==> config.mk <==
export PLATFORM = sky130hd
export DESIGN_NAME = gcd_and_primality_unit
export DESIGN_NICKNAME = d
export VERILOG_FILES = /design/src/hdl/gap_pkg.sv /design/src/hdl/gap_rem_unit.sv /design/src/hdl/gcd_and_primality_unit.sv
export SDC_FILE = /design/constraint.sdc
export NUM_CORES = 1
export LEC_CHECK = 0
export BUFFER_PORTS_ARGS = -buffer_cell sky130_fd_sc_hd__buf_2
export CORE_MARGIN = 2
export CORE_UTILIZATION = 45
export CTS_BUF_LIST = sky130_fd_sc_hd__clkbuf_4
export CTS_CLUSTER_DIAMETER = 40
export DETAILED_ROUTE_END_ITERATION = 6
export GPL_ROUTABILITY_DRIVEN = 0
export SYNTH_ARGS = -nofsm -noshare
export SYNTH_HDL_FRONTEND = slang
export SYNTH_HIERARCHICAL = 1
export SYNTH_SLANG_ARGS = --single-unit
export TNS_END_PERCENT = 10
==> constraint.sdc <==
create_clock -name clk -period 4.81 [get_ports clk]
set_clock_uncertainty 0.1 [all_clocks]
set_input_delay 0.481 -clock clk [delete_from_list [all_inputs] [get_ports clk]]
set_output_delay 0.481 -clock clk [all_outputs]
set_load 0.01 [all_outputs]
==> src/hdl/gap_pkg.sv <==
// Package with control word layout, step codes and the sequencer program.
`timescale 1ns / 1ps

package gap_pkg;

    localparam int STEP_W = 4;
    localparam int OP_W   = 4;
    localparam int COND_W = 4;

    localparam logic [STEP_W-1:0] STEP_IDLE      = 4'd0;
    localparam logic [STEP_W-1:0] STEP_DISPATCH  = 4'd1;
    localparam logic [STEP_W-1:0] STEP_G_TEST    = 4'd2;
    localparam logic [STEP_W-1:0] STEP_G_START   = 4'd3;
    localparam logic [STEP_W-1:0] STEP_G_WAIT    = 4'd4;
    localparam logic [STEP_W-1:0] STEP_G_SWAP    = 4'd5;
    localparam logic [STEP_W-1:0] STEP_P_INIT    = 4'd6;
    localparam logic [STEP_W-1:0] STEP_P_TEST    = 4'd7;
    localparam logic [STEP_W-1:0] STEP_P_START   = 4'd8;
    localparam logic [STEP_W-1:0] STEP_P_WAIT    = 4'd9;
    localparam logic [STEP_W-1:0] STEP_P_CHECK   = 4'd10;
    localparam logic [STEP_W-1:0] STEP_P_NEXT    = 4'd11;
    localparam logic [STEP_W-1:0] STEP_OUT_GCD   = 4'd12;
    localparam logic [STEP_W-1:0] STEP_OUT_PRIME = 4'd13;
    localparam logic [STEP_W-1:0] STEP_OUT_NP    = 4'd14;

    localparam logic [OP_W-1:0] OP_NOP         = 4'd0;
    localparam logic [OP_W-1:0] OP_START_GCD   = 4'd1;
    localparam logic [OP_W-1:0] OP_START_PRIME = 4'd2;
    localparam logic [OP_W-1:0] OP_SWAP        = 4'd3;
    localparam logic [OP_W-1:0] OP_INIT_D      = 4'd4;
    localparam logic [OP_W-1:0] OP_STEP_D      = 4'd5;
    localparam logic [OP_W-1:0] OP_OUT_GCD     = 4'd6;
    localparam logic [OP_W-1:0] OP_OUT_PRIME   = 4'd7;
    localparam logic [OP_W-1:0] OP_OUT_NP      = 4'd8;

    localparam logic [COND_W-1:0] COND_NEXT     = 4'd0;
    localparam logic [COND_W-1:0] COND_JUMP     = 4'd1;
    localparam logic [COND_W-1:0] COND_MODE     = 4'd2;
    localparam logic [COND_W-1:0] COND_Y_ZERO   = 4'd3;
    localparam logic [COND_W-1:0] COND_LT2      = 4'd4;
    localparam logic [COND_W-1:0] COND_SQ_GT    = 4'd5;
    localparam logic [COND_W-1:0] COND_REM_ZERO = 4'd6;
    localparam logic [COND_W-1:0] COND_WAIT_IN  = 4'd7;
    localparam logic [COND_W-1:0] COND_WAIT_DIV = 4'd8;
    localparam logic [COND_W-1:0] COND_WAIT_OUT = 4'd9;

    typedef struct packed {
        logic [OP_W-1:0]   op;
        logic [COND_W-1:0] cond;
        logic [STEP_W-1:0] target;
    } ctrl_word_t;

    function automatic ctrl_word_t program_rom(input logic [STEP_W-1:0] step);
        ctrl_word_t w;
        unique case (step)
            STEP_IDLE:      w = '{OP_NOP,         COND_WAIT_IN,  STEP_IDLE};
            STEP_DISPATCH:  w = '{OP_NOP,         COND_MODE,     STEP_P_INIT};
            STEP_G_TEST:    w = '{OP_NOP,         COND_Y_ZERO,   STEP_OUT_GCD};
            STEP_G_START:   w = '{OP_START_GCD,   COND_NEXT,     STEP_IDLE};
            STEP_G_WAIT:    w = '{OP_NOP,         COND_WAIT_DIV, STEP_IDLE};
            STEP_G_SWAP:    w = '{OP_SWAP,        COND_JUMP,     STEP_G_TEST};
            STEP_P_INIT:    w = '{OP_INIT_D,      COND_LT2,      STEP_OUT_NP};
            STEP_P_TEST:    w = '{OP_NOP,         COND_SQ_GT,    STEP_OUT_PRIME};
            STEP_P_START:   w = '{OP_START_PRIME, COND_NEXT,     STEP_IDLE};
            STEP_P_WAIT:    w = '{OP_NOP,         COND_WAIT_DIV, STEP_IDLE};
            STEP_P_CHECK:   w = '{OP_NOP,         COND_REM_ZERO, STEP_OUT_NP};
            STEP_P_NEXT:    w = '{OP_STEP_D,      COND_JUMP,     STEP_P_TEST};
            STEP_OUT_GCD:   w = '{OP_OUT_GCD,     COND_WAIT_OUT, STEP_IDLE};
            STEP_OUT_PRIME: w = '{OP_OUT_PRIME,   COND_WAIT_OUT, STEP_IDLE};
            STEP_OUT_NP:    w = '{OP_OUT_NP,      COND_WAIT_OUT, STEP_IDLE};
            default:        w = '{OP_NOP,         COND_JUMP,     STEP_IDLE};
        endcase
        return w;
    endfunction

endpackage

==> src/hdl/gap_rem_unit.sv <==
// Bit-serial restoring remainder unit, one quotient bit per cycle.
`timescale 1ns / 1ps

module gap_rem_unit #(
    parameter int W = 16
) (
    input  logic         clk,
    input  logic         rst_n,
    input  logic         start,
    input  logic [W-1:0] dividend,
    input  logic [W-1:0] divisor,
    output logic         done,
    output logic [W-1:0] remainder
);

    localparam int CW = $clog2(W);

    logic          busy_reg, busy_next;
    logic          done_reg, done_next;
    logic [CW-1:0] cnt_reg, cnt_next;
    logic [W-1:0]  dvd_reg, dvd_next;
    logic [W-1:0]  dsr_reg, dsr_next;
    logic [W-1:0]  rem_reg, rem_next;
    logic [W:0]    trial;
    logic [W:0]    diff;

    assign trial = {rem_reg, dvd_reg[W-1]};
    assign diff  = trial - {1'b0, dsr_reg};

    always_comb
    begin
        busy_next = busy_reg;
        done_next = 1'b0;
        cnt_next  = cnt_reg;
        dvd_next  = dvd_reg;
        dsr_next  = dsr_reg;
        rem_next  = rem_reg;
        if (start)
        begin
            busy_next = 1'b1;
            cnt_next  = CW'(W - 1);
            dvd_next  = dividend;
            dsr_next  = divisor;
            rem_next  = '0;
        end
        else if (busy_reg)
        begin
            dvd_next = {dvd_reg[W-2:0], 1'b0};
            if (trial >= {1'b0, dsr_reg})
            begin
                rem_next = diff[W-1:0];
            end
            else
            begin
                rem_next = trial[W-1:0];
            end
            if (cnt_reg == '0)
            begin
                busy_next = 1'b0;
                done_next = 1'b1;
            end
            else
            begin
                cnt_next = cnt_reg - 1'b1;
            end
        end
    end

    always_ff @(posedge clk or negedge rst_n)
    begin
        if (!rst_n)
        begin
            busy_reg <= 1'b0;
            done_reg <= 1'b0;
            cnt_reg  <= '0;
        end
        else
        begin
            busy_reg <= busy_next;
            done_reg <= done_next;
            cnt_reg  <= cnt_next;
        end
    end

    always_ff @(posedge clk)
    begin
        dvd_reg <= dvd_next;
        dsr_reg <= dsr_next;
        rem_reg <= rem_next;
    end

    assign done      = done_reg;
    assign remainder = rem_reg;

endmodule

==> src/hdl/gcd_and_primality_unit.sv <==
// gcd runs one remainder per Euclid step until y is zero; primality tries divisors from two
// upward while the divisor squared does not exceed the value, and stops at the first one that
// divides; values below two are reported not prime without a division.
// The bit-serial remainder unit serves every Euclid step or trial divisor.
// One item at a time; the next input transfer can come in the cycle after the result loads.
// Reset clears the sequencer, the remainder unit control and the output valid.
`timescale 1ns / 1ps

module gcd_and_primality_unit #(
    parameter int OPERAND_WIDTH = 16
) (
    input  logic                     clk,
    input  logic                     rst_n,
    input  logic                     in_valid,
    output logic                     in_stall,
    input  logic                     mode,
    input  logic [OPERAND_WIDTH-1:0] operand_a,
    input  logic [OPERAND_WIDTH-1:0] operand_b,
    output logic                     out_valid,
    input  logic                     out_stall,
    output logic [OPERAND_WIDTH-1:0] gcd_value,
    output logic                     prime_flag
);

    localparam int W  = OPERAND_WIDTH;
    localparam int DW = W / 2 + 2;
    localparam int SW = W + 2;

    logic [gap_pkg::STEP_W-1:0] pc_reg, pc_next;
    gap_pkg::ctrl_word_t        cw;

    logic          mode_reg, mode_next;
    logic [W-1:0]  x_reg, x_next;
    logic [W-1:0]  y_reg, y_next;
    logic [DW-1:0] d_reg, d_next;
    logic [SW-1:0] sq_reg, sq_next;

    logic          out_valid_reg, out_valid_next;
    logic [W-1:0]  gcd_value_reg, gcd_value_next;
    logic          prime_flag_reg, prime_flag_next;

    logic          in_xfer;
    logic          out_free;
    logic          taken;
    logic          div_start;
    logic          div_done;
    logic [W-1:0]  div_divisor;
    logic [W-1:0]  rem;

    assign cw       = gap_pkg::program_rom(pc_reg);
    assign in_stall = (pc_reg != gap_pkg::STEP_IDLE);
    assign in_xfer  = in_valid && !in_stall;
    assign out_free = !out_valid_reg || !out_stall;

    assign div_start   = (cw.op == gap_pkg::OP_START_GCD) || (cw.op == gap_pkg::OP_START_PRIME);
    assign div_divisor = (cw.op == gap_pkg::OP_START_GCD) ? y_reg : W'(d_reg);

    gap_rem_unit #(
        .W(W)
    ) u_rem (
        .clk       (clk),
        .rst_n     (rst_n),
        .start     (div_start),
        .dividend  (x_reg),
        .divisor   (div_divisor),
        .done      (div_done),
        .remainder (rem)
    );

    always_comb
    begin
        unique case (cw.cond)
            gap_pkg::COND_MODE:     taken = mode_reg;
            gap_pkg::COND_Y_ZERO:   taken = (y_reg == '0);
            gap_pkg::COND_LT2:      taken = (x_reg < W'(2));
            gap_pkg::COND_SQ_GT:    taken = (sq_reg > SW'(x_reg));
            gap_pkg::COND_REM_ZERO: taken = (rem == '0);
            gap_pkg::COND_JUMP:     taken = 1'b1;
            default:                taken = 1'b0;
        endcase
    end

    always_comb
    begin
        priority case (cw.cond)
            gap_pkg::COND_WAIT_IN:  pc_next = in_xfer ? pc_reg + 1'b1 : pc_reg;
            gap_pkg::COND_WAIT_DIV: pc_next = div_done ? pc_reg + 1'b1 : pc_reg;
            gap_pkg::COND_WAIT_OUT: pc_next = out_free ? cw.target : pc_reg;
            default:                pc_next = taken ? cw.target : pc_reg + 1'b1;
        endcase
    end

    always_comb
    begin
        mode_next       = mode_reg;
        x_next          = x_reg;
        y_next          = y_reg;
        d_next          = d_reg;
        sq_next         = sq_reg;
        out_valid_next  = out_valid_reg && out_stall;
        gcd_value_next  = gcd_value_reg;
        prime_flag_next = prime_flag_reg;
        if (in_xfer)
        begin
            mode_next = mode;
            x_next    = operand_a;
            y_next    = operand_b;
        end
        unique case (cw.op)
            gap_pkg::OP_SWAP:
            begin
                x_next = y_reg;
                y_next = rem;
            end
            gap_pkg::OP_INIT_D:
            begin
                d_next  = DW'(2);
                sq_next = SW'(4);
            end
            gap_pkg::OP_STEP_D:
            begin
                d_next  = d_reg + 1'b1;
                sq_next = sq_reg + SW'({d_reg, 1'b1});
            end
            gap_pkg::OP_OUT_GCD:
            begin
                if (out_free)
                begin
                    out_valid_next  = 1'b1;
                    gcd_value_next  = x_reg;
                    prime_flag_next = 1'b0;
                end
            end
            gap_pkg::OP_OUT_PRIME, gap_pkg::OP_OUT_NP:
            begin
                if (out_free)
                begin
                    out_valid_next  = 1'b1;
                    gcd_value_next  = '0;
                    prime_flag_next = (cw.op == gap_pkg::OP_OUT_PRIME);
                end
            end
            default:
            begin
            end
        endcase
    end

    always_ff @(posedge clk or negedge rst_n)
    begin
        if (!rst_n)
        begin
            pc_reg        <= gap_pkg::STEP_IDLE;
            out_valid_reg <= 1'b0;
        end
        else
        begin
            pc_reg        <= pc_next;
            out_valid_reg <= out_valid_next;
        end
    end

    always_ff @(posedge clk)
    begin
        mode_reg       <= mode_next;
        x_reg          <= x_next;
        y_reg          <= y_next;
        d_reg          <= d_next;
        sq_reg         <= sq_next;
        gcd_value_reg  <= gcd_value_next;
        prime_flag_reg <= prime_flag_next;
    end

    assign out_valid  = out_valid_reg;
    assign gcd_value  = gcd_value_reg;
    assign prime_flag = prime_flag_reg;

    assert property (@(posedge clk) disable iff (!rst_n)
        div_done |-> (pc_reg == gap_pkg::STEP_G_WAIT) || (pc_reg == gap_pkg::STEP_P_WAIT))
        else $error("remainder done outside a wait step");

    assert property (@(posedge clk) disable iff (!rst_n)
        $rose(out_valid_reg) |-> ($past(pc_reg) == gap_pkg::STEP_OUT_GCD)
            || ($past(pc_reg) == gap_pkg::STEP_OUT_PRIME)
            || ($past(pc_reg) == gap_pkg::STEP_OUT_NP))
        else $error("result loaded outside an output step");

    assert property (@(posedge clk) disable iff (!rst_n)
        (out_valid_reg && prime_flag_reg) |-> (gcd_value_reg == '0))
        else $error("prime result carries a nonzero gcd");

endmodule
==> results of run 1 <==
## cells in the final DEF, fill, tap and decap left out, drive strengths merged, types with 11 or more instances in the layout
master and n:
edfxtp 110, inv 70, nor2 67, buf 61
mux2 56, ha 51, nand2 38, a21oi 38
o21ai 33, nand3 30, nor3 30, clkbuf 17
xnor2 16, dfxtp 16, and2 15, nand2b 15
xor2 14, nor4 13, a211oi 12, dfrtp 11
nand4 11, a31oi 11
## logic make-up after synthesis
logic type / Yosys count / synth area share, %
flops: 137 / 45.0
fa+ha+maj: 53 / 7.83
xor+xnor: 30 / 3.03
mux: 59 / 7.63
simple gates: 255 / 15.5
buf+inv: 92 / 4.85
compound gates: 179 / 16.1
## worst register-to-register path: stages (launching register included)
cell and delay [ns]:
sky130_fd_sc_hd__dfrtp_1 0.85, sky130_fd_sc_hd__inv_1 0.33, sky130_fd_sc_hd__ha_1 0.32, sky130_fd_sc_hd__a21oi_1 0.47, sky130_fd_sc_hd__xor2_1 0.21, sky130_fd_sc_hd__nor2_4 0.13, sky130_fd_sc_hd__buf_4 0.52, sky130_fd_sc_hd__nor2b_1 0.26
sky130_fd_sc_hd__a41oi_1 0.25, sky130_fd_sc_hd__o31ai_1 0.10
## area by class of cell
class | count | share of cell area, %
inverter | 61 | 2.43
clock inverter | 15 | 1.87
multi-input combinational | 576 | 46.2
timing repair buffer | 63 | 3.61
clock buffer | 17 | 1.35
antenna | 1 | 0.0265
sequential | 137 | 41.4
tap | 234 | 3.11
## metal layers
layer,global-route usage [%],share of wire (%),up-vias
met2,35.4,48,180
met4,7.30,2.3,0
met3,3.45,3.7,36
met1,29.7,46,3254
met5,0,0,-
li1,-,-,3121
## timing repair
action	CTS	global route
setup buffers	0	0
endpoints found under the hold margin	12	0
endpoints found under the setup margin	0	0
hold buffers	2	0
gates resized for setup	0	0
## stage by stage
stage          cells  setup WS (ns)  cell area, µm²
2_1_floorplan    805          0.786            8660
3_3_place_gp    1069           1.41            9100
3_5_place_dp    1069           1.24            9100
4_1_cts         1103           1.22            9420
5_1_grt         1104          0.850            9430
6_report        1104           1.19            9430
## how the worst max path moves through the flow
stage	from	endpoint	slack, ns	depth (start not counted)
finish	pc_reg[2]	u_rem/remainder[7]	1.19	9
global route	pc_reg[2]	u_rem/remainder[12]	0.85	9
CTS	pc_reg[2]	u_rem/remainder[15]	1.22	9
detailed placement	pc_reg[2]	u_rem/remainder[15]	1.24	9
global placement	pc_reg[2]	u_rem/remainder[13]	1.41	9
floorplan	pc_reg[0]	x_reg[0]	0.79	6
==> results_tabular.tex, run 1 <==
\begin{tabular}{lr}
\hline
Metric & Value \\
\hline
\multicolumn{2}{l}{\textbf{Flow run}} \\
Number of max-capacitance violations reported & 0 \\
\multicolumn{2}{l}{\textbf{Yosys}} \\
Cells taking the most area after synthesis & sky130\_fd\_sc\_hd\_\_edfxtp\_1 (38\%), sky130\_fd\_sc\_hd\_\_ha\_1 (7.4\%), sky130\_fd\_sc\_hd\_\_mux2\_2 (7.3\%), sky130\_fd\_sc\_hd\_\_dfxtp\_1 (3.7\%), sky130\_fd\_sc\_hd\_\_dfrtp\_1 (3.2\%) \\
Netlist area before placement & 0.00866 mm² \\
Primary FF master, synth & sky130\_fd\_sc\_hd\_\_edfxtp\_1 \\
Synth area leader & sky130\_fd\_sc\_hd\_\_edfxtp\_1 \\
Number of nets in the synthesized netlist & 895 \\
Mean instance size in the synthesized netlist & 10.8 µm² \\
Number of instances in the synthesized netlist & 805 \\
Leading cell types by count after synthesis & sky130\_fd\_sc\_hd\_\_edfxtp\_1 (110), sky130\_fd\_sc\_hd\_\_nor2\_1 (66), sky130\_fd\_sc\_hd\_\_inv\_1 (60) \\
EDFF count, synth & 110 \\
Post-synth top area share & 38.1\% \\
Syn. warnings & 6 \\
Most frequent cell after synthesis & sky130\_fd\_sc\_hd\_\_edfxtp\_1 \\
Proportion of register bits with asynchronous set or reset after synthesis & 8.03\% \\
Flip-flop and latch count after synthesis & 137 \\
Share of synthesized area occupied by flip-flops and latches & 45.0\% \\
Number of library cell types mapped by synthesis & 89 \\
\multicolumn{2}{l}{\textbf{STA}} \\
Fin. Hold Viols & 0 \\
Unrepaired setup endpoints after global routing & false \\
Setup-failing EPs final & 0 \\
Final critical delay including setup and external delays & 3.62 ns \\
Final worst hold slack & 0.0689 ns \\
Max-slew violation count & 0 \\
Slew @ Worst Pin & 1.16 ns \\
Maximum frequency from static timing analysis & 0.276 GHz \\
Normalized max-slew margin & 22.5\% \\
Post-Route Setup TNS & 0 ns \\
Tcrit/Tclk final & 75.3\% \\
\multicolumn{2}{l}{\textbf{Setup path}} \\
Delay of the slowest cell on the worst path & 0.85 ns \\
Maximum fanout along the worst path & 52 \\
Buffers \& Inverters on Critical Path & 2 \\
R2R Path End & u\_rem/remainder[7] \\
Setup slack on the worst flop-to-flop path & 1.19 ns \\
Setup Crit Path Kind & register to register \\
Family with the most delay on the worst path & buffers and inverters \\
List of cells traversed by the critical path & inv\_1 > ha\_1 > a21oi\_1 > xor2\_1 > nor2\_4 > buf\_4 > nor2b\_1 > a41oi\_1 > o31ai\_1 \\
Source of the worst register-to-register timing path & pc\_reg[2] \\
Category of the worst setup path launch point & register \\
Cell with the largest stage delay on the worst path & sky130\_fd\_sc\_hd\_\_dfrtp\_1 \\
Arrival time reported for the critical path endpoint & 3.98 ns \\
Cell depth of the worst flop-to-flop path & 9 \\
Endpoint required time on the critical path & 5.16 ns \\
Kind of end point of the critical path & register \\
\multicolumn{2}{l}{\textbf{Global routing}} \\
Pin count of the biggest net entering global routing & 53 \\
Antenna violations before repair & 1 \\
Total global routing track utilization & 21.8\% \\
Vias in the first global route & 6428 \\
Overall overflow remaining after global route & 0 \\
Global-route wire length before repair & 34300 µm \\
\multicolumn{2}{l}{\textbf{Route}} \\
Number of DRC markers after the initial detailed-route iteration & 461 \\
Remaining DRCs & 0 \\
Number of optimization iterations in the first detailed-route pass & 5 \\
Vias/cell & 5.97 \\
Post-detailed-route wirelength per cell & 19.4 µm \\
Detailed Route WL & 21400 µm \\
Antenna viol nets, final & 0 \\
Vias after detailed routing & 6591 \\
\multicolumn{2}{l}{\textbf{Finish}} \\
Total area of multi-input combinational cells & 0.00436 mm² \\
Fillers & 1692 \\
Layout area overhead & 8.86\% \\
Post-layout net count & 946 \\
Flip-flop count of the largest register, all copies and words added & 18 \\
Area used by sequential logic in the layout & 0.00390 mm² \\
Layout cells sized above 1 & 22.1\% \\
Final Core Density & 50.2\% \\
\multicolumn{2}{l}{\textbf{Clock tree}} \\
CTS Root Cell & sky130\_fd\_sc\_hd\_\_clkbuf\_4 \\
CTS H-tree depth & 4 \\
Number of clock sinks seen by CTS & 137 \\
TritonCTS clock tree & yes \\
Buffers from clock root to sink, at most & 2 \\
Total clock buffers created by CTS & 17 \\
Clock latency on the worst-skew pair & 0.56 ns \\
Clock transition at path regs & 0.13 ns \\
\multicolumn{2}{l}{\textbf{Die}} \\
Top-Level Pins & 56 \\
Die Height & 143 µm \\
Initial cell density of the core & 46.1\% \\
Number of cell rows & 50 \\
Total Die Area & 0.0204 mm² \\
Area of the core region & 0.0188 mm² \\
DIE WIDTH & 143 µm \\
\multicolumn{2}{l}{\textbf{Hold path}} \\
Capture endpoint of the worst hold path & out\_valid \\
Worst Hold Class & primary input to register \\
Cell depth of the worst min-delay path & 3 \\
Hold path start & out\_stall \\
\multicolumn{2}{l}{\textbf{Placement}} \\
Post-DP HPWL & 15800 µm \\
Port Buffers & 55 \\
\multicolumn{2}{l}{\textbf{Status}} \\
Status & finished clean \\
\hline
\end{tabular}
Power of run 1 is not shown: default switching activity piles up to over one toggle a cycle in this logic, so the estimate is an artifact.
==> inputs of run 2 (changes only) <==
==> constraint.sdc (replaced) <==
create_clock -name clk -period 2.91 [get_ports clk]
set_clock_uncertainty 0.1 [all_clocks]
set_input_delay 0.291 -clock clk [delete_from_list [all_inputs] [get_ports clk]]
set_output_delay 0.291 -clock clk [all_outputs]
set_load 0.01 [all_outputs]
==> run 2 against run 1 <==
  * Non-clock buffer count increased by 63
  * Final area increased by 7.0%
  * Maximum frequency increased by 29%
  * Wire length increased by 3.0%
  * Worst setup slack got worse by 1.1 ns
  * Clock-buffer cell count unchanged
  * Flip-flop and latch count unchanged
==> results_tabular.tex, run 2 (synthesis results as in run 1) <==
\begin{tabular}{lr}
\hline
Metric & Value \\
\hline
\multicolumn{2}{l}{\textbf{Finish}} \\
Most common cell after layout, fill and taps aside & sky130\_fd\_sc\_hd\_\_edfxtp\_1 \\
Flip-flop count of the largest register, all copies and words added & 18 \\
Layout cells sized above 1 & 24.8\% \\
Layout area overhead & 16.5\% \\
Final Core Density & 53.7\% \\
Leading cell types in the layout, fill and taps excluded & sky130\_fd\_sc\_hd\_\_edfxtp\_1 (110), sky130\_fd\_sc\_hd\_\_nor2\_1 (64), sky130\_fd\_sc\_hd\_\_inv\_1 (60) \\
Fillers & 1678 \\
Post-layout net count & 1009 \\
\multicolumn{2}{l}{\textbf{STA}} \\
Final critical delay including setup and external delays & 2.82 ns \\
Post-route setup slack & 0.0924 ns \\
Normalized max-slew margin & 29.3\% \\
Final worst hold slack & 0.126 ns \\
Setup-failing EPs final & 0 \\
Unrepaired setup endpoints after global routing & true \\
Tcrit/Tclk final & 96.8\% \\
Maximum frequency from static timing analysis & 0.355 GHz \\
Fin. Hold Viols & 0 \\
Max-slew violation count & 0 \\
Slew @ Worst Pin & 1.06 ns \\
\multicolumn{2}{l}{\textbf{Pwr}} \\
Portion of total power attributed to the clock network & 10.1\% \\
Switching pwr & 6.33 mW \\
Combinational share of power & 60.2\% \\
Largest vdd supply drop & 0.000674 V \\
Switch share & 45.7\% \\
Total Power Consumption & 13.9 mW \\
Pleak & 3.90 nW \\
Sequential share of power & 29.7\% \\
Power per cell area & 1370 mW/mm² \\
Internal Power & 7.52 mW \\
\multicolumn{2}{l}{\textbf{Die}} \\
Top-Level Pins & 56 \\
Number of cell rows & 50 \\
Die Height & 143 µm \\
Area of the core region & 0.0188 mm² \\
Initial cell density of the core & 46.1\% \\
Total Die Area & 0.0204 mm² \\
DIE WIDTH & 143 µm \\
\multicolumn{2}{l}{\textbf{Global routing}} \\
Pin count of the biggest net entering global routing & 34 \\
Overall overflow remaining after global route & 0 \\
Vias in the first global route & 6728 \\
Antenna violations before repair & 1 \\
Global-route wire length before repair & 35600 µm \\
Total global routing track utilization & 22.6\% \\
\multicolumn{2}{l}{\textbf{Status}} \\
Status & finished clean \\
\multicolumn{2}{l}{\textbf{Clock tree}} \\
Clock latency on the worst-skew pair & 0.57 ns \\
CTS Root Cell & sky130\_fd\_sc\_hd\_\_clkbuf\_4 \\
TritonCTS clock tree & yes \\
Clock transition at path regs & 0.13 ns \\
CTS H-tree depth & 4 \\
Number of clock sinks seen by CTS & 137 \\
Buffers from clock root to sink, at most & 2 \\
Total clock buffers created by CTS & 17 \\
\multicolumn{2}{l}{\textbf{Placement}} \\
Post-DP HPWL & 16200 µm \\
Post-place setup slack & 0.0629 ns \\
Port Buffers & 55 \\
\multicolumn{2}{l}{\textbf{Setup path}} \\
Maximum fanout along the worst path & 6 \\
Arrival time reported for the critical path endpoint & 3.16 ns \\
Setup Crit Path Kind & register to register \\
Endpoint required time on the critical path & 3.26 ns \\
Category of the worst setup path launch point & register \\
Kind of end point of the critical path & register \\
\multicolumn{2}{l}{\textbf{Route}} \\
Detailed Route WL & 22000 µm \\
Remaining DRCs & 0 \\
Vias/cell & 5.76 \\
Number of DRC markers after the initial detailed-route iteration & 363 \\
Number of optimization iterations in the first detailed-route pass & 4 \\
Post-detailed-route wirelength per cell & 18.9 µm \\
Vias after detailed routing & 6726 \\
Antenna viol nets, final & 0 \\
\multicolumn{2}{l}{\textbf{Flow run}} \\
Number of max-capacitance violations reported & 0 \\
\multicolumn{2}{l}{\textbf{Hold path}} \\
Worst Hold Class & primary input to register \\
\hline
\end{tabular}
## run 2: cell count changes in the layout (fill, tap and decap cells not counted), sizes merged
| cell | change |
|---|---|
| clkinvlp | -1 |
| dlygate4sd3 | +34 |
| clkinv | +3 |
| buf | +29 |
| bufinv | +1 |
| inv | -3 |
## run 2: stage by stage
stage | area (µm²) | std cells | TNS (ns)
floorplan | 8670 | 805 | -18.06
global placement | 9320 | 1094 | 0
detailed placement | 9320 | 1094 | 0
CTS | 9990 | 1162 | 0
global route | 10100 | 1167 | -0.0119
finish | 10100 | 1167 | 0
## run 2: what timing repair did
item / in CTS / in global routing
setup endpoints to repair: 0 / 54
setup buffers: 0 / 4
hold buffers: 36 / 0
resized for setup: 0 / 12
endpoints found under the hold margin: 45 / 0
## run 2: worst paths after layout
check	startpoint	end	slack [ns]	cells after the start
setup / recovery	sq_reg[14]	pc_reg[1]	0.09	9
hold / removal	in_valid	mode_reg	0.13	3
hold reg to reg	u_rem/cnt_reg[1]	u_rem/cnt_reg[1]	0.45	1
min in group asynchronous	rst_n	u_rem/cnt_reg[0]	0.68	3
setup reg to reg	sq_reg[14]	pc_reg[1]	0.09	9
max in group asynchronous	rst_n	pc_reg[1]	1.64	3
## run 2: power groups by stage
stage                     clock network [mW]  registers [mW]  logic, mW
final                                   1.40            4.11       8.35
after global routing                    1.50            4.20       9.18
after CTS                               1.43            4.11       8.13
after detailed placement                   0            4.15       8.03
after global placement                     0            4.13       7.87
after floorplan                            0            3.88       6.18
## run 2: metal layers
layer  GRT usage [%]  vias up  wire, µm
met4            8.91        0       668
met2            36.6      177     10400
met1            30.4     3262     10100
met3            3.49       41       908
li1                -     3246         -
met5               0        -         0
## run 2: worst max-delay path, cell delays in order (launching register included)
cell	delay (ns)
sky130_fd_sc_hd__edfxtp_1	0.55
sky130_fd_sc_hd__ha_4	0.34
sky130_fd_sc_hd__nand4_1	0.12
sky130_fd_sc_hd__or4_4	0.52
sky130_fd_sc_hd__nor3b_1	0.16
sky130_fd_sc_hd__a211oi_2	0.25
sky130_fd_sc_hd__o31ai_4	0.10
sky130_fd_sc_hd__buf_4	0.18
sky130_fd_sc_hd__a221oi_2	0.29
sky130_fd_sc_hd__o31ai_2	0.08
## run 2: cell type report
class | count | area, µm² | area share, %
Sequential cell | 137 | 3900 | 38.7
Tap cell | 234 | 293 | 2.90
Timing Repair Buffer | 126 | 923 | 9.16
Clock buffer | 17 | 128 | 1.27
Clock inverter | 15 | 189 | 1.87
Multi-Input combinational cell | 576 | 4420 | 43.8
Inverter | 61 | 229 | 2.27
Antenna cell | 1 | 2.50 | 0.0248
Note: power is estimated with default switching activity, not from simulation.
==> inputs of run 3 (changes only) <==
--- a/config.mk
+++ b/config.mk
@@ -12,6 +12,7 @@
 export CTS_CLUSTER_DIAMETER = 40
 export DETAILED_ROUTE_END_ITERATION = 6
 export GPL_ROUTABILITY_DRIVEN = 0
+export RECOVER_POWER = 25
 export SYNTH_ARGS = -nofsm -noshare
 export SYNTH_HDL_FRONTEND = slang
 export SYNTH_HIERARCHICAL = 1
==> run 3 against run 2 <==
  * Worst setup slack lost 0.0080 ns
  * Combinational power decreased by 1%
  * Register-to-register slack about the same
  * Final area decreased by 0.48%
  * Clock-buffer cell count stayed put
  * Critical path depth unchanged
  * Largest cell class unchanged
  * Utilization is 0.26 points lower
  * Highest routed layer unchanged
  * Power down 0.63%
  * Non-clock buffer count is the same
  * Global-route usage unchanged
==> results_tabular.tex, run 3 (synthesis results as in run 1) <==
\begin{tabular}{lr}
\hline
Metric & Value \\
\hline
\multicolumn{2}{l}{\textbf{Status}} \\
Status & finished clean \\
\multicolumn{2}{l}{\textbf{Finish}} \\
Final Core Density & 53.5\% \\
Layout area overhead & 15.9\% \\
Most common cell after layout, fill and taps aside & sky130\_fd\_sc\_hd\_\_edfxtp\_1 \\
Post-layout net count & 1009 \\
Flip-flop count of the largest register, all copies and words added & 18 \\
Fillers & 1691 \\
Leading cell types in the layout, fill and taps excluded & sky130\_fd\_sc\_hd\_\_edfxtp\_1 (110), sky130\_fd\_sc\_hd\_\_nor2\_1 (65), sky130\_fd\_sc\_hd\_\_inv\_1 (60) \\
Area used by sequential logic in the layout & 0.00390 mm² \\
Final instance area & 0.0100 mm² \\
Layout cells sized above 1 & 22.5\% \\
Final standard cell count with taps included and fillers excluded & 1167 \\
Total area of multi-input combinational cells & 0.00441 mm² \\
\multicolumn{2}{l}{\textbf{Setup path}} \\
Maximum fanout along the worst path & 6 \\
Setup Crit Path Kind & register to register \\
Arrival time reported for the critical path endpoint & 3.17 ns \\
Category of the worst setup path launch point & register \\
Delay of the slowest cell on the worst path & 0.55 ns \\
Cell with the largest stage delay on the worst path & sky130\_fd\_sc\_hd\_\_edfxtp\_1 \\
Kind of end point of the critical path & register \\
List of cells traversed by the critical path & ha\_4 > nand4\_1 > or4\_4 > nor3b\_1 > a211oi\_2 > o31ai\_4 > buf\_4 > a221oi\_2 > o31ai\_2 \\
Endpoint required time on the critical path & 3.25 ns \\
\multicolumn{2}{l}{\textbf{Clock tree}} \\
Buffers from clock root to sink, at most & 2 \\
TritonCTS clock tree & yes \\
Clock transition at path regs & 0.13 ns \\
CTS Root Cell & sky130\_fd\_sc\_hd\_\_clkbuf\_4 \\
Clock latency on the worst-skew pair & 0.57 ns \\
CTS H-tree depth & 4 \\
Number of clock sinks seen by CTS & 137 \\
Total clock buffers created by CTS & 17 \\
\multicolumn{2}{l}{\textbf{Route}} \\
Remaining DRCs & 0 \\
Number of DRC markers after the initial detailed-route iteration & 329 \\
Antenna viol nets, final & 0 \\
Number of optimization iterations in the first detailed-route pass & 5 \\
Vias after detailed routing & 6690 \\
Post-detailed-route wirelength per cell & 18.8 µm \\
Vias/cell & 5.73 \\
Detailed Route WL & 22000 µm \\
\multicolumn{2}{l}{\textbf{Global routing}} \\
Global-route wire length before repair & 35600 µm \\
Total global routing track utilization & 22.6\% \\
Overall overflow remaining after global route & 0 \\
Vias in the first global route & 6728 \\
Pin count of the biggest net entering global routing & 34 \\
Antenna violations before repair & 1 \\
\multicolumn{2}{l}{\textbf{STA}} \\
Post-Route Setup TNS & 0 ns \\
Post-route setup slack & 0.0843 ns \\
Tcrit/Tclk final & 97.1\% \\
Final critical delay including setup and external delays & 2.83 ns \\
Maximum frequency from static timing analysis & 0.354 GHz \\
Slew @ Worst Pin & 1.07 ns \\
Normalized max-slew margin & 28.5\% \\
Final worst hold slack & 0.128 ns \\
Unrepaired setup endpoints after global routing & true \\
Max-slew violation count & 0 \\
Fin. Hold Viols & 0 \\
Setup-failing EPs final & 0 \\
\multicolumn{2}{l}{\textbf{Die}} \\
Number of cell rows & 50 \\
DIE WIDTH & 143 µm \\
Initial cell density of the core & 46.1\% \\
Top-Level Pins & 56 \\
Die Height & 143 µm \\
Total Die Area & 0.0204 mm² \\
Area of the core region & 0.0188 mm² \\
\multicolumn{2}{l}{\textbf{Pwr}} \\
Pleak & 3.83 nW \\
Total Power Consumption & 13.8 mW \\
Power per cell area & 1370 mW/mm² \\
Largest vdd supply drop & 0.000661 V \\
\multicolumn{2}{l}{\textbf{Placement}} \\
Cell count after placement & 1094 \\
Post-Place Cell Area & 0.00932 mm² \\
Port Buffers & 55 \\
Post-place setup slack & 0.0629 ns \\
Post-DP HPWL & 16200 µm \\
\multicolumn{2}{l}{\textbf{Flow run}} \\
Number of max-capacitance violations reported & 0 \\
\multicolumn{2}{l}{\textbf{Hold path}} \\
Worst Hold Class & primary input to register \\
\hline
\end{tabular}
==> run 3: path summary, 6_finish.rpt <==
path	start	cells after the start	end	slack, ns
worst max-delay path	sq_reg[14]	9	pc_reg[1]	0.08
worst min-delay path	in_valid	3	mode_reg	0.13
worst max register to register	sq_reg[14]	9	pc_reg[1]	0.08
worst min register to register	u_rem/cnt_reg[1]	1	u_rem/cnt_reg[1]	0.45
max in group asynchronous	rst_n	3	pc_reg[1]	1.64
min in group asynchronous	rst_n	3	u_rem/cnt_reg[0]	0.68
==> run 3: final cells by class <==
class | count | area share (%)
multi-input cells | 576 | 44.0
flip-flops and latches | 137 | 38.9
repair buffers | 126 | 8.79
well taps | 234 | 2.92
inverters | 61 | 2.28
clock inverters | 15 | 1.88
clock buffers | 17 | 1.27
diodes | 1 | 0.0249
==> run 3: timing repair <==
item,CTS,global route
resized for setup,0,12
endpoints found under the setup margin,0,54
setup buffers,0,4
hold buffers,36,0
endpoints found under the hold margin,45,0
==> run 3: power by group <==
part / internal (mW) / switching (mW) / total, mW
Clock: 0.613 / 0.783 / 1.40
Sequential: 3.39 / 0.735 / 4.12
Combinational: 3.46 / 4.79 / 8.25
Total: 7.46 / 6.31 / 13.8
==> run 3: metal layers <==
layer  GRT usage, %  vias up  wire, µm
met5              0        -         0
met4           8.91        0       632
met3           3.49       41       791
met2           36.6      168     10400
met1           30.4     3242     10200
li1               -     3239         -
==> run 3: worst max-delay path, delay by kind of cell, from the launching register on <==
kind | cells | cell delay, ns
flip-flops | 1 | 0.55
buffers and inverters | 1 | 0.18
AND/OR/NAND/NOR | 3 | 0.80
AO/OA/AOI/OAI | 4 | 0.73
adder cells (fa/ha/maj) | 1 | 0.34
